$ cat src/sv/bfsa_pkg.sv
// Shared types and constants for the best-fit shared allocator.
// Used by bfsa_ctrl and best_fit_shared_allocator_unit; no dependencies.
`default_nettype none

package bfsa_pkg;

  localparam int DEF_MAX_BLOCKS = 32;
  localparam int DEF_SIZE_BITS  = 16;

  // Fixed field widths at the ports
  localparam int IDX_FW   = 5;
  localparam int SIZE_FW  = 16;
  localparam int SPACE_FW = 16;
  localparam int COUNT_FW = 6;

  localparam logic OP_LOAD  = 1'b0;
  localparam logic OP_ALLOC = 1'b1;

  typedef enum logic [1:0] {
    ST_IDLE,
    ST_SCAN,
    ST_DRAIN,
    ST_FINISH
  } state_t;

  typedef struct packed {
    logic                operation;
    logic [IDX_FW-1:0]   block_index;
    logic [SIZE_FW-1:0]  size;
    logic [COUNT_FW-1:0] block_count;
  } request_t;

  typedef struct packed {
    logic                allocated;
    logic [IDX_FW-1:0]   chosen_block;
    logic [SPACE_FW-1:0] space_left;
  } result_t;

endpackage

`default_nettype wire

$ cat src/sv/best_fit_shared_allocator_unit.sv
// Best-fit shared allocator over a table of free space per memory block.
// A load beat writes one entry; an allocate beat scans min(block_count,
// MAX_BLOCKS) entries through the single read port of the free-space RAM, one
// entry per cycle, before the chosen entry is written back. A zero count
// finishes like a load. One item is in flight at a time; the output register
// holds a finished result so that the next beat is taken while the result
// waits. Entries must be loaded before any scan reaches them. Depends on
// bfsa_pkg, bfsa_mem and bfsa_ctrl.
`default_nettype none

module best_fit_shared_allocator_unit
  import bfsa_pkg::*;
#(
  parameter int MAX_BLOCKS = DEF_MAX_BLOCKS,
  parameter int SIZE_BITS  = DEF_SIZE_BITS
) (
  input  wire logic                clk,
  input  wire logic                rst_n,
  input  wire logic                cfg_valid,
  output logic                     cfg_ready,
  input  wire logic [COUNT_FW-1:0] cfg_data,    // block_count
  input  wire logic                in_tvalid,
  output logic                     in_tready,
  input  wire logic [23:0]         in_tdata,    // [4:0] block_index, [20:5] size, rest 0
  input  wire logic                in_tuser,    // operation
  output logic                     out_tvalid,
  input  wire logic                out_tready,
  output logic      [23:0]         out_tdata    // [0] allocated, [5:1] chosen_block,
                                                // [21:6] space_left, rest 0
);

  localparam int AW = (MAX_BLOCKS > 1) ? $clog2(MAX_BLOCKS) : 1;

  logic [COUNT_FW-1:0]  block_count_r;
  logic                 out_valid_r;
  result_t              out_res_r;
  request_t             req;
  result_t              res;
  logic                 idle, start, res_valid, res_ready;
  logic                 mem_we, mem_re;
  logic [AW-1:0]        mem_waddr, mem_raddr;
  logic [SIZE_BITS-1:0] mem_wdata, mem_rdata;

  assign cfg_ready = 1'b1;

  always_ff @(posedge clk) begin
    if (!rst_n) begin
      block_count_r <= '0;
    end else if (cfg_valid && cfg_ready) begin
      block_count_r <= cfg_data;
    end
  end

  assign in_tready = idle;
  assign start     = in_tvalid && in_tready;

  always_comb begin
    req.operation   = in_tuser;
    req.block_index = in_tdata[IDX_FW-1:0];
    req.size        = in_tdata[IDX_FW +: SIZE_FW];
    req.block_count = block_count_r;
  end

  assign res_ready = !out_valid_r || out_tready;

  bfsa_mem #(
    .DEPTH (MAX_BLOCKS),
    .WIDTH (SIZE_BITS)
  ) u_mem (
    .clk       (clk),
    .wr_en     (mem_we),
    .wr_addr   (mem_waddr),
    .wr_data   (mem_wdata),
    .rd_en     (mem_re),
    .rd_addr   (mem_raddr),
    .rd_data_r (mem_rdata)
  );

  bfsa_ctrl #(
    .MAX_BLOCKS (MAX_BLOCKS),
    .SIZE_BITS  (SIZE_BITS)
  ) u_ctrl (
    .clk       (clk),
    .rst_n     (rst_n),
    .start     (start),
    .req       (req),
    .idle      (idle),
    .res_ready (res_ready),
    .res_valid (res_valid),
    .res       (res),
    .mem_we    (mem_we),
    .mem_waddr (mem_waddr),
    .mem_wdata (mem_wdata),
    .mem_re    (mem_re),
    .mem_raddr (mem_raddr),
    .mem_rdata (mem_rdata)
  );

  // Hold the result beat until taken
  always_ff @(posedge clk) begin
    if (!rst_n) begin
      out_valid_r <= 1'b0;
    end else if (res_valid) begin
      out_valid_r <= 1'b1;
    end else if (out_tready) begin
      out_valid_r <= 1'b0;
    end
  end

  always_ff @(posedge clk) begin
    if (res_valid) begin
      out_res_r <= res;
    end
  end

  assign out_tvalid = out_valid_r;
  assign out_tdata  = {2'b00, out_res_r.space_left, out_res_r.chosen_block,
                       out_res_r.allocated};

endmodule

`default_nettype wire

$ cat src/sv/bfsa_mem.sv
// Free-space table: one write port, one read port, read data registered.
// Standalone; sized by the parameters handed down from the top level.
`default_nettype none

module bfsa_mem #(
  parameter int DEPTH = 32,
  parameter int WIDTH = 16,
  localparam int AW   = (DEPTH > 1) ? $clog2(DEPTH) : 1
) (
  input  wire logic             clk,
  input  wire logic             wr_en,
  input  wire logic [AW-1:0]    wr_addr,
  input  wire logic [WIDTH-1:0] wr_data,
  input  wire logic             rd_en,
  input  wire logic [AW-1:0]    rd_addr,
  output logic      [WIDTH-1:0] rd_data_r
);

  logic [WIDTH-1:0] mem [DEPTH];

  always_ff @(posedge clk) begin
    if (wr_en) begin
      mem[wr_addr] <= wr_data;
    end
  end

  always_ff @(posedge clk) begin
    if (rd_en) begin
      rd_data_r <= mem[rd_addr];
    end
  end

endmodule

`default_nettype wire

$ cat src/sv/bfsa_ctrl.sv
// Sequencer for the allocator: writes loads; for allocates scans the table, keeps the best fit, writes back.
// Depends on bfsa_pkg and drives the ports of bfsa_mem.
`default_nettype none

module bfsa_ctrl
  import bfsa_pkg::*;
#(
  parameter int MAX_BLOCKS = DEF_MAX_BLOCKS,
  parameter int SIZE_BITS  = DEF_SIZE_BITS,
  localparam int AW        = (MAX_BLOCKS > 1) ? $clog2(MAX_BLOCKS) : 1
) (
  input  wire logic                 clk,
  input  wire logic                 rst_n,
  input  wire logic                 start,
  input  wire request_t             req,
  output logic                      idle,
  input  wire logic                 res_ready,
  output logic                      res_valid,
  output result_t                   res,
  output logic                      mem_we,
  output logic     [AW-1:0]         mem_waddr,
  output logic     [SIZE_BITS-1:0]  mem_wdata,
  output logic                      mem_re,
  output logic     [AW-1:0]         mem_raddr,
  input  wire logic [SIZE_BITS-1:0] mem_rdata
);

  state_t               state_r, state_nxt;
  logic                 op_r, op_nxt;
  logic [IDX_FW-1:0]    idx_r, idx_nxt;
  logic                 load_ok_r, load_ok_nxt;
  logic [SIZE_BITS-1:0] req_r, req_nxt;
  logic [AW-1:0]        last_idx_r, last_idx_nxt;
  logic [AW-1:0]        rd_idx_r, rd_idx_nxt;
  logic                 rd_valid_r, rd_valid_nxt;
  logic [AW-1:0]        cmp_idx_r, cmp_idx_nxt;
  logic                 found_r, found_nxt;
  logic [AW-1:0]        best_idx_r, best_idx_nxt;
  logic [SIZE_BITS-1:0] best_val_r, best_val_nxt;

  logic [31:0]          cnt32, eff32, last32, size32, idx32, best32, left32;
  logic                 fits;
  logic [SIZE_BITS-1:0] left_val;

  function automatic logic [AW-1:0] idx32_from_reg(input logic [IDX_FW-1:0] idx);
    logic [31:0] wide;
    wide = 32'(idx);
    return wide[AW-1:0];
  endfunction

  // Clamp the count and form the truncated request
  always_comb begin
    cnt32  = 32'(req.block_count);
    eff32  = (cnt32 > 32'(MAX_BLOCKS)) ? 32'(MAX_BLOCKS) : cnt32;
    last32 = eff32 - 32'd1;
    size32 = 32'(req.size);
    idx32  = 32'(req.block_index);
  end

  assign fits = rd_valid_r && (mem_rdata >= req_r) &&
                (!found_r || (mem_rdata < best_val_r));
  assign left_val = best_val_r - req_r;
  assign best32   = 32'(best_idx_r);

  // Next state
  always_comb begin
    state_nxt = state_r;
    case (state_r)
      ST_IDLE: begin
        if (start) begin
          if (req.operation == OP_LOAD || eff32 == 32'd0) begin
            state_nxt = ST_FINISH;
          end else begin
            state_nxt = ST_SCAN;
          end
        end
      end
      ST_SCAN: begin
        if (rd_idx_r == last_idx_r) begin
          state_nxt = ST_DRAIN;
        end
      end
      ST_DRAIN:  state_nxt = ST_FINISH;
      ST_FINISH: begin
        if (res_ready) begin
          state_nxt = ST_IDLE;
        end
      end
      default:   state_nxt = ST_IDLE;
    endcase
  end

  // Datapath registers
  always_comb begin
    op_nxt       = op_r;
    idx_nxt      = idx_r;
    load_ok_nxt  = load_ok_r;
    req_nxt      = req_r;
    last_idx_nxt = last_idx_r;
    rd_idx_nxt   = rd_idx_r;
    cmp_idx_nxt  = rd_idx_r;
    rd_valid_nxt = (state_r == ST_SCAN);
    found_nxt    = found_r;
    best_idx_nxt = best_idx_r;
    best_val_nxt = best_val_r;
    if (state_r == ST_IDLE && start) begin
      op_nxt       = req.operation;
      idx_nxt      = req.block_index;
      load_ok_nxt  = idx32 < 32'(MAX_BLOCKS);
      req_nxt      = size32[SIZE_BITS-1:0];
      last_idx_nxt = last32[AW-1:0];
      rd_idx_nxt   = '0;
      found_nxt    = 1'b0;
      best_idx_nxt = '0;
    end
    if (state_r == ST_SCAN) begin
      rd_idx_nxt = rd_idx_r + AW'(1);
    end
    if (fits) begin
      found_nxt    = 1'b1;
      best_idx_nxt = cmp_idx_r;
      best_val_nxt = mem_rdata;
    end
  end

  // Outputs
  always_comb begin
    idle      = (state_r == ST_IDLE);
    mem_re    = (state_r == ST_SCAN);
    mem_raddr = rd_idx_r;
    res_valid = (state_r == ST_FINISH) && res_ready;
    mem_we    = 1'b0;
    mem_waddr = best_idx_r;
    mem_wdata = left_val;
    left32    = 32'(left_val);
    res       = '0;
    if (op_r == OP_LOAD) begin
      mem_waddr        = idx32_from_reg(idx_r);
      mem_wdata        = req_r;
      res.chosen_block = idx_r;
      if (load_ok_r) begin
        left32         = 32'(req_r);
        res.space_left = left32[SPACE_FW-1:0];
      end
      mem_we = res_valid && load_ok_r;
    end else if (found_r) begin
      res.allocated    = 1'b1;
      res.chosen_block = best32[IDX_FW-1:0];
      res.space_left   = left32[SPACE_FW-1:0];
      mem_we           = res_valid;
    end
  end

  always_ff @(posedge clk) begin
    if (!rst_n) begin
      state_r    <= ST_IDLE;
      rd_valid_r <= 1'b0;
      found_r    <= 1'b0;
    end else begin
      state_r    <= state_nxt;
      rd_valid_r <= rd_valid_nxt;
      found_r    <= found_nxt;
    end
  end

  always_ff @(posedge clk) begin
    op_r       <= op_nxt;
    idx_r      <= idx_nxt;
    load_ok_r  <= load_ok_nxt;
    req_r      <= req_nxt;
    last_idx_r <= last_idx_nxt;
    rd_idx_r   <= rd_idx_nxt;
    cmp_idx_r  <= cmp_idx_nxt;
    best_idx_r <= best_idx_nxt;
    best_val_r <= best_val_nxt;
  end

  a_write_at_finish: assert property (@(posedge clk) disable iff (!rst_n)
    mem_we |-> (state_r == ST_FINISH && res_ready))
    else $error("free-space write outside the finish step");

  a_scan_in_range: assert property (@(posedge clk) disable iff (!rst_n)
    (state_r == ST_SCAN) |-> (rd_idx_r <= last_idx_r))
    else $error("scan address beyond the blocks in use");

  a_best_in_range: assert property (@(posedge clk) disable iff (!rst_n)
    (state_r == ST_FINISH && op_r == OP_ALLOC && found_r) |-> (best_idx_r <= last_idx_r))
    else $error("chosen block beyond the blocks in use");

  a_no_read_when_idle: assert property (@(posedge clk) disable iff (!rst_n)
    (state_r == ST_IDLE) |=> !rd_valid_r)
    else $error("read data marked valid without a scan");

endmodule

`default_nettype wire
$ cat config.mk
export PLATFORM = sky130hd
export DESIGN_NAME = best_fit_shared_allocator_unit
export DESIGN_NICKNAME = d
export VERILOG_FILES = /design/src/sv/bfsa_pkg.sv /design/src/sv/best_fit_shared_allocator_unit.sv /design/src/sv/bfsa_mem.sv /design/src/sv/bfsa_ctrl.sv
export SDC_FILE = /design/constraint.sdc
export NUM_CORES = 1
export LEC_CHECK = 0
export BUFFER_PORTS_ARGS = -buffer_cell sky130_fd_sc_hd__buf_4
export CELL_PAD_IN_SITES_DETAIL_PLACEMENT = 1
export CELL_PAD_IN_SITES_GLOBAL_PLACEMENT = 2
export CORE_MARGIN = 1.5
export CORE_UTILIZATION = 49
export DETAILED_ROUTE_END_ITERATION = 8
export PLACE_DENSITY = 0.83
export SLEW_MARGIN = 10
export SYNTH_ARGS = -nofsm -noshare
export SYNTH_HDL_FRONTEND = slang
export SYNTH_SLANG_ARGS = --single-unit
$ cat constraint.sdc
create_clock -name clk -period 5 [get_ports clk]
set_input_delay 0.25 -clock clk [delete_from_list [all_inputs] [get_ports clk]]
set_output_delay 0.25 -clock clk [all_outputs]
set_load 0.02 [all_outputs]
After elaboration in Yosys (flattened, before gate mapping)
Memories as Yosys holds them, arrays and structs flattened. A register that Yosys moved wholly into a read port is not among the register bits.
Index checks and enable logic that the tools add are counted.

storage, ports and cells
  bits in writable memories = 512
  word-level logic and storage cells = 72
  memories = 1
  output and inout bits = 27
  bits of input ports = 36
  flip-flop bits (word level) = 92

memory list
  name       depth  bits a word  read ports  clocked after memory_dff  wr ports  RTL line        RTL
  u_mem.mem  32     16           1           1                         1         bfsa_mem.sv:19  logic [WIDTH-1:0] mem [DEPTH];

operators by class
  add/sub/neg operators = 3
  reduce and logical (&&, ||, !) cells = 17
  bitwise operators = 1
  multiplexer cells = 22
  order comparisons = 4
  equality and inequality tests = 7

operators with widths
  kind                   number
  $logic_not A32 Y1      1
  $mux W16               2
  $mux W22               1
  $mux W21               1
  $mux W5                4
  $ge A16 B16 Y1         1
  $lt A16 B16 Y1         1
  $sub A16 B16 Y16       1
  $mux W1                8
  $mux W2                4
  $pmux W2 S4            1
  $gt A6 B6 Y1 const B   1
  $logic_and A1 B1 Y1    6
  $lt A5 B6 Y1 const B   1
  $mux W6                1
  $ne A2 B1 Y1 const B   3
  $reduce_bool A2 Y1     3
  $add A5 B1 Y5 const B  1
  $eq A5 B5 Y1           1
  $sub A5 B1 Y5 const B  1
  $eq A2 B2 Y1 const B   2
  $logic_or A1 B1 Y1     3
  $reduce_and A3 Y1      1
  $eq A2 B1 Y1 const B   1
  other kinds (3)        4

Longest topological paths before layout
  depth after elaboration = 7
  mapped depth = 11
  depth with buffers taken out = 11

By module
A second synthesis with hierarchy kept.

unflattened totals
  cell total of the unflattened synthesis = 1616
  area, all modules = 25931.1 um^2

modules (own cells, without submodules)
  module                          area an instance (um^2)  instances  cells each  sequential area each (um^2)
  bfsa_mem                        20696.1                  1          1143        15855.2
  bfsa_ctrl                       4271.6                   1          422         1771.7
  best_fit_shared_allocator_unit  963.4                    1          51          800.8

Least setup slack after synthesis
No wires, ideal clock.

  path kind = reg2reg
  start = register u_ctrl.best_val_r[0]
  end = memory u_mem.mem[0][12], data pin
  setup time = 0.454 ns
  clock period less this slack = 3.873 ns
  required time = 4.546 ns
  path buffers = 0
  setup slack = 1.127 ns
  stages on the path, launching flop included = 12
  arrival time = 3.419 ns
  cell sequence = edfxtp_1 inv_1 ha_1 inv_1 fa_1 a21o_1 a211o_1 a211oi_1 o21ba_2 o21ai_0 xnor2_1 o21ai_0

between the ends
  cells in the longest elaborated chain, start to end = 2

ends and longest elaborated chain
  element                 RTL line                              RTL
  from (decl)             bfsa_ctrl.sv:39                       logic [SIZE_BITS-1:0] best_val_r, best_val_nxt;
  from (signal assigned)  bfsa_ctrl.sv:175                      best_val_r <= best_val_nxt;
  $sub A16 B16 Y16        bfsa_ctrl.sv:62                       assign left_val = best_val_r - req_r;
  $mux W16                bfsa_ctrl.sv:137                      if (op_r == OP_LOAD) begin
  net mem_wdata[12]       best_fit_shared_allocator_unit.sv:42  logic [SIZE_BITS-1:0] mem_wdata, mem_rdata;
  to (decl)               bfsa_mem.sv:19

The timed path passes the listed nets, and every way through them passes these cells.

Worst setup path after layout
  start = register u_ctrl.best_val_r[0]
  end = memory u_mem.mem[23][12], data pin

The elaborated chain is that of the path after synthesis.

==> results.md <==
* Hold Crit Class: primary input to register
* Clock root cell: clkbuf_16
* Max Cap Violations at 0
* Area growth syn-to-layout at 15.39%
* Yosys Warn Count at 0
* Num CTS Buffers at 60
* Critical path origin: u_ctrl.best_val_r[0]$_DFFE_PP_
* Num rows at 82
* Vias at 12.52k
* Leak at 9.644 nW
* First-pass GRT wire length at 88280 µm
* Largest net degree at the start of global routing at 132
* All-Layer GR Usage at 0.2320
* Mux share of post-synthesis cell area at 0.1566
* CP peak stage delay at 1010 ps
* Clk Latency, worst-skew pair at 630 ps
* Worst r2r src: u_ctrl.best_val_r[0]$_DFFE_PP_
* Top cell family by delay on the critical path: compound AO/OA/AOI/OAI gates
* Total iterations of the first detailed-routing run at 5
* GPL Wtd Cong at 0.7991
* Post-Synth Adder-Cell Area at 0.02723
* Synth area leaders: edfxtp_1, mux4_2, ha_1, dfxtp_1, mux2_2
* Async set-reset flop share out of synthesis at 0
* Antenna Cells at 0
* Rel. slew slack at 0.1161
* Worst Hold Depth at 5
* Area of the mapped netlist at 25090 µm²
* Fmax at 261.9 MHz
* Most used cell, CP: inv_1
* Nets at 1489
* Reg2Reg Depth at 11
* Crit Path Class: register to register
* Post-Syn Instances at 1233
* Filler instances at 4346
* Setup Skew at 25.86 ps
* Setup Fix Bufs, Post-CTS at 0
* Core area at 50380 µm²
* CP Launch Type: register
* Final Setup Violations at 0
* Clk sink count at 619
* WP data arrival at 4040 ps
* Remaining Overflow, GRT at 0
* Chip width at 229.3 µm
* Final WL at 58810 µm
* Crit-path cells: inv_1 -> ha_1 -> inv_1 -> fa_1 -> a21o_1 -> a211o_1 -> a211oi_1 -> o21ba_2 -> o21ai_0 -> xnor2_1 -> o21ai_2
* Final Core Density at 0.5746
* Drt initial violations at 1178
* Die Area at 52570 µm²
* Num ports at 63
* EDFF count, synth at 603
* Highest-delay cell along the critical path: o21ai_2
* Synth Area in Compound Gates at 0.02858
* #FFs+latches synth at 619
* Synth cell count leaders: edfxtp_1, mux4_2, ha_1, inv_1, nor2_1
* Outcome: completed
* Worst Path Buf+Inv at 2
* Worst Max-Slew Pin Slew at 1326 ps
* Tcrit/Tclk final at 0.7636
* Unrepaired setup endpoints after global routing: no
* Post-DP HPWL at 34600 µm
* Main combinational cell family by area after synthesis: multiplexers
* Req. time, crit path at 5220 ps
* Worst R2R End: u_mem.mem[23][12]$_DFFE_PP_
* TritonCTS clock tree: done
* DRC violations left at 0
* Post-synth top area share at 0.7218
* VDD IR max at 325.7 µV
* IO Port Bufs at 56
* Unique masters post-synth at 50
* Die Span Y at 229.3 µm
* H-tree levels at 2
* Syn Area/Cell at 20.35 µm²
* Antenna Nets Post-Route at 0
* Clk buf depth at 3
* Simple-gate share of the synthesized area at 0.02748
* Post-Synth XOR/XNOR Area at 0.008030
* Area leader, netlist: edfxtp_1
* Final Hold Fails at 0
* Initial antenna violation count at 0
* Hold Crit Start: in_tvalid
* WL/cell at 27.75 µm
* Fin crit period at 3818 ps
* Most common cell in the netlist: edfxtp_1
* Post-synth top flop: edfxtp_1
* Post-DR vias/cell at 5.908
* Share of cells above drive strength 1 at 0.2778
* Max FO, Critical Path at 32
* Worst setup EP type: register
* Flop2flop setup slack at 1180 ps
* Sequential share of the synthesized area at 0.7345
* Stages on worst setup path at 11
* Hold EP: u_ctrl.state_r[0]$_SDFFE_PN0P_
* Power per cell area at 536.1 nW/µm²
* Max Slew Vio Count at 0
* Starting Density at 0.4980
* CTS clk-pin slew, worst paths at 60 ps
* Power Total at 0.01552 W
* Setup TNS at 0 ps
* Vias in the first global route at 13.61k
==> worst min-delay path, cell delays in order <==
cell	delay [ps]
buf_4	120
inv_1	50
a21oi_1	80
nor2_1	90
nor2_1	50
==> what timing repair did <==
action | CTS | global route
resized for setup | 0 | 0
hold buffers | 41 | 0
hold endpoints to repair | 33 | 0
endpoints found under the setup margin | 0 | 0
==> registers in the layout (all words and copies together) (netlist names), 6 cells and up <==
signal and count:
block_count_r 6, out_tdata 22, u_ctrl.best_val_r 16, u_ctrl.req_r 16, u_mem.mem 512, u_mem.rd_data_r 16
==> worst max-delay path by stage <==
| stage | slack [ps] | to |
|---|---|---|
| 4_1_cts | 1240 | u_mem.mem[23][12]$_DFFE_PP_ |
| 3_5_place_dp | 1280 | u_mem.mem[7][12]$_DFFE_PP_ |
| 2_1_floorplan | 1130 | u_mem.mem[0][12]$_DFFE_PP_ |
| 5_1_grt | 1020 | u_mem.mem[27][12]$_DFFE_PP_ |
| 6_report | 1180 | u_mem.mem[23][12]$_DFFE_PP_ |
| 3_3_place_gp | 1460 | u_mem.mem[4][12]$_DFFE_PP_ |
==> stage by stage <==
stage	instances	hold WS [ps]	worst slack, ps	area [µm²]
6_report	2119	64.16	1182	28950
5_1_grt	2119	105.9	1020	28950
4_1_cts	2119	40.85	1241	28940
3_5_place_dp	1968	429.3	1278	26670
3_3_place_gp	1967	428.7	1463	26640
2_1_floorplan	1234	342.7	1127	25090
==> area by class of cell <==
class                   count  area (µm²)  area share
clock buffers              74        1554     0.05368
clock inverters            36       306.5     0.01059
inverters                  45       168.9    0.005835
multi-input cells         520        6329      0.2186
flip-flops and latches    619       18430      0.6366
well taps                 672       840.8     0.02905
repair buffers            153        1321     0.04564
==> cell usage in the layout, fill, tap and decap left out, types with 18 or more instances in the layout <==
cell and n:
a21o_1 19, inv_1 44, nor2_1 30, clkbuf_16 60
nand2_1 40, dlygate4sd3_1 41, mux2_2 19, mux4_2 160
edfxtp_1 603, clkinv_1 18, buf_4 107, ha_1 53
==> power by group <==
group / switching [W] / internal (W)
registers: 0.000175 / 0.00657
logic: 0.00253 / 0.00195
clock network: 0.00189 / 0.00241
total: 0.00459 / 0.0109
==> routing by layer <==
metal / global-route usage / vias to the layer above / wire (µm)
li1: - / 5350 / -
met1: 0.3069 / 6588 / 23600
met2: 0.3941 / 483 / 29850
met3: 0.03424 / 97 / 3523
met4: 0.08326 / 0 / 1841
met5: 0 / - / 0
==> logic make-up (layout without fill, tap and decap cells) <==
logic type	after synthesis	count (layout)
AOI/OAI and AO/OA	104	104
and+or+nand+nor	146	146
buffers and inverters	95	308
xor gates and xnor gates	23	23
adders and majority gates	54	54
other	2	3
muxes	190	190
DFF	619	619
No activity file was read; power rests on OpenSTA's default activity.
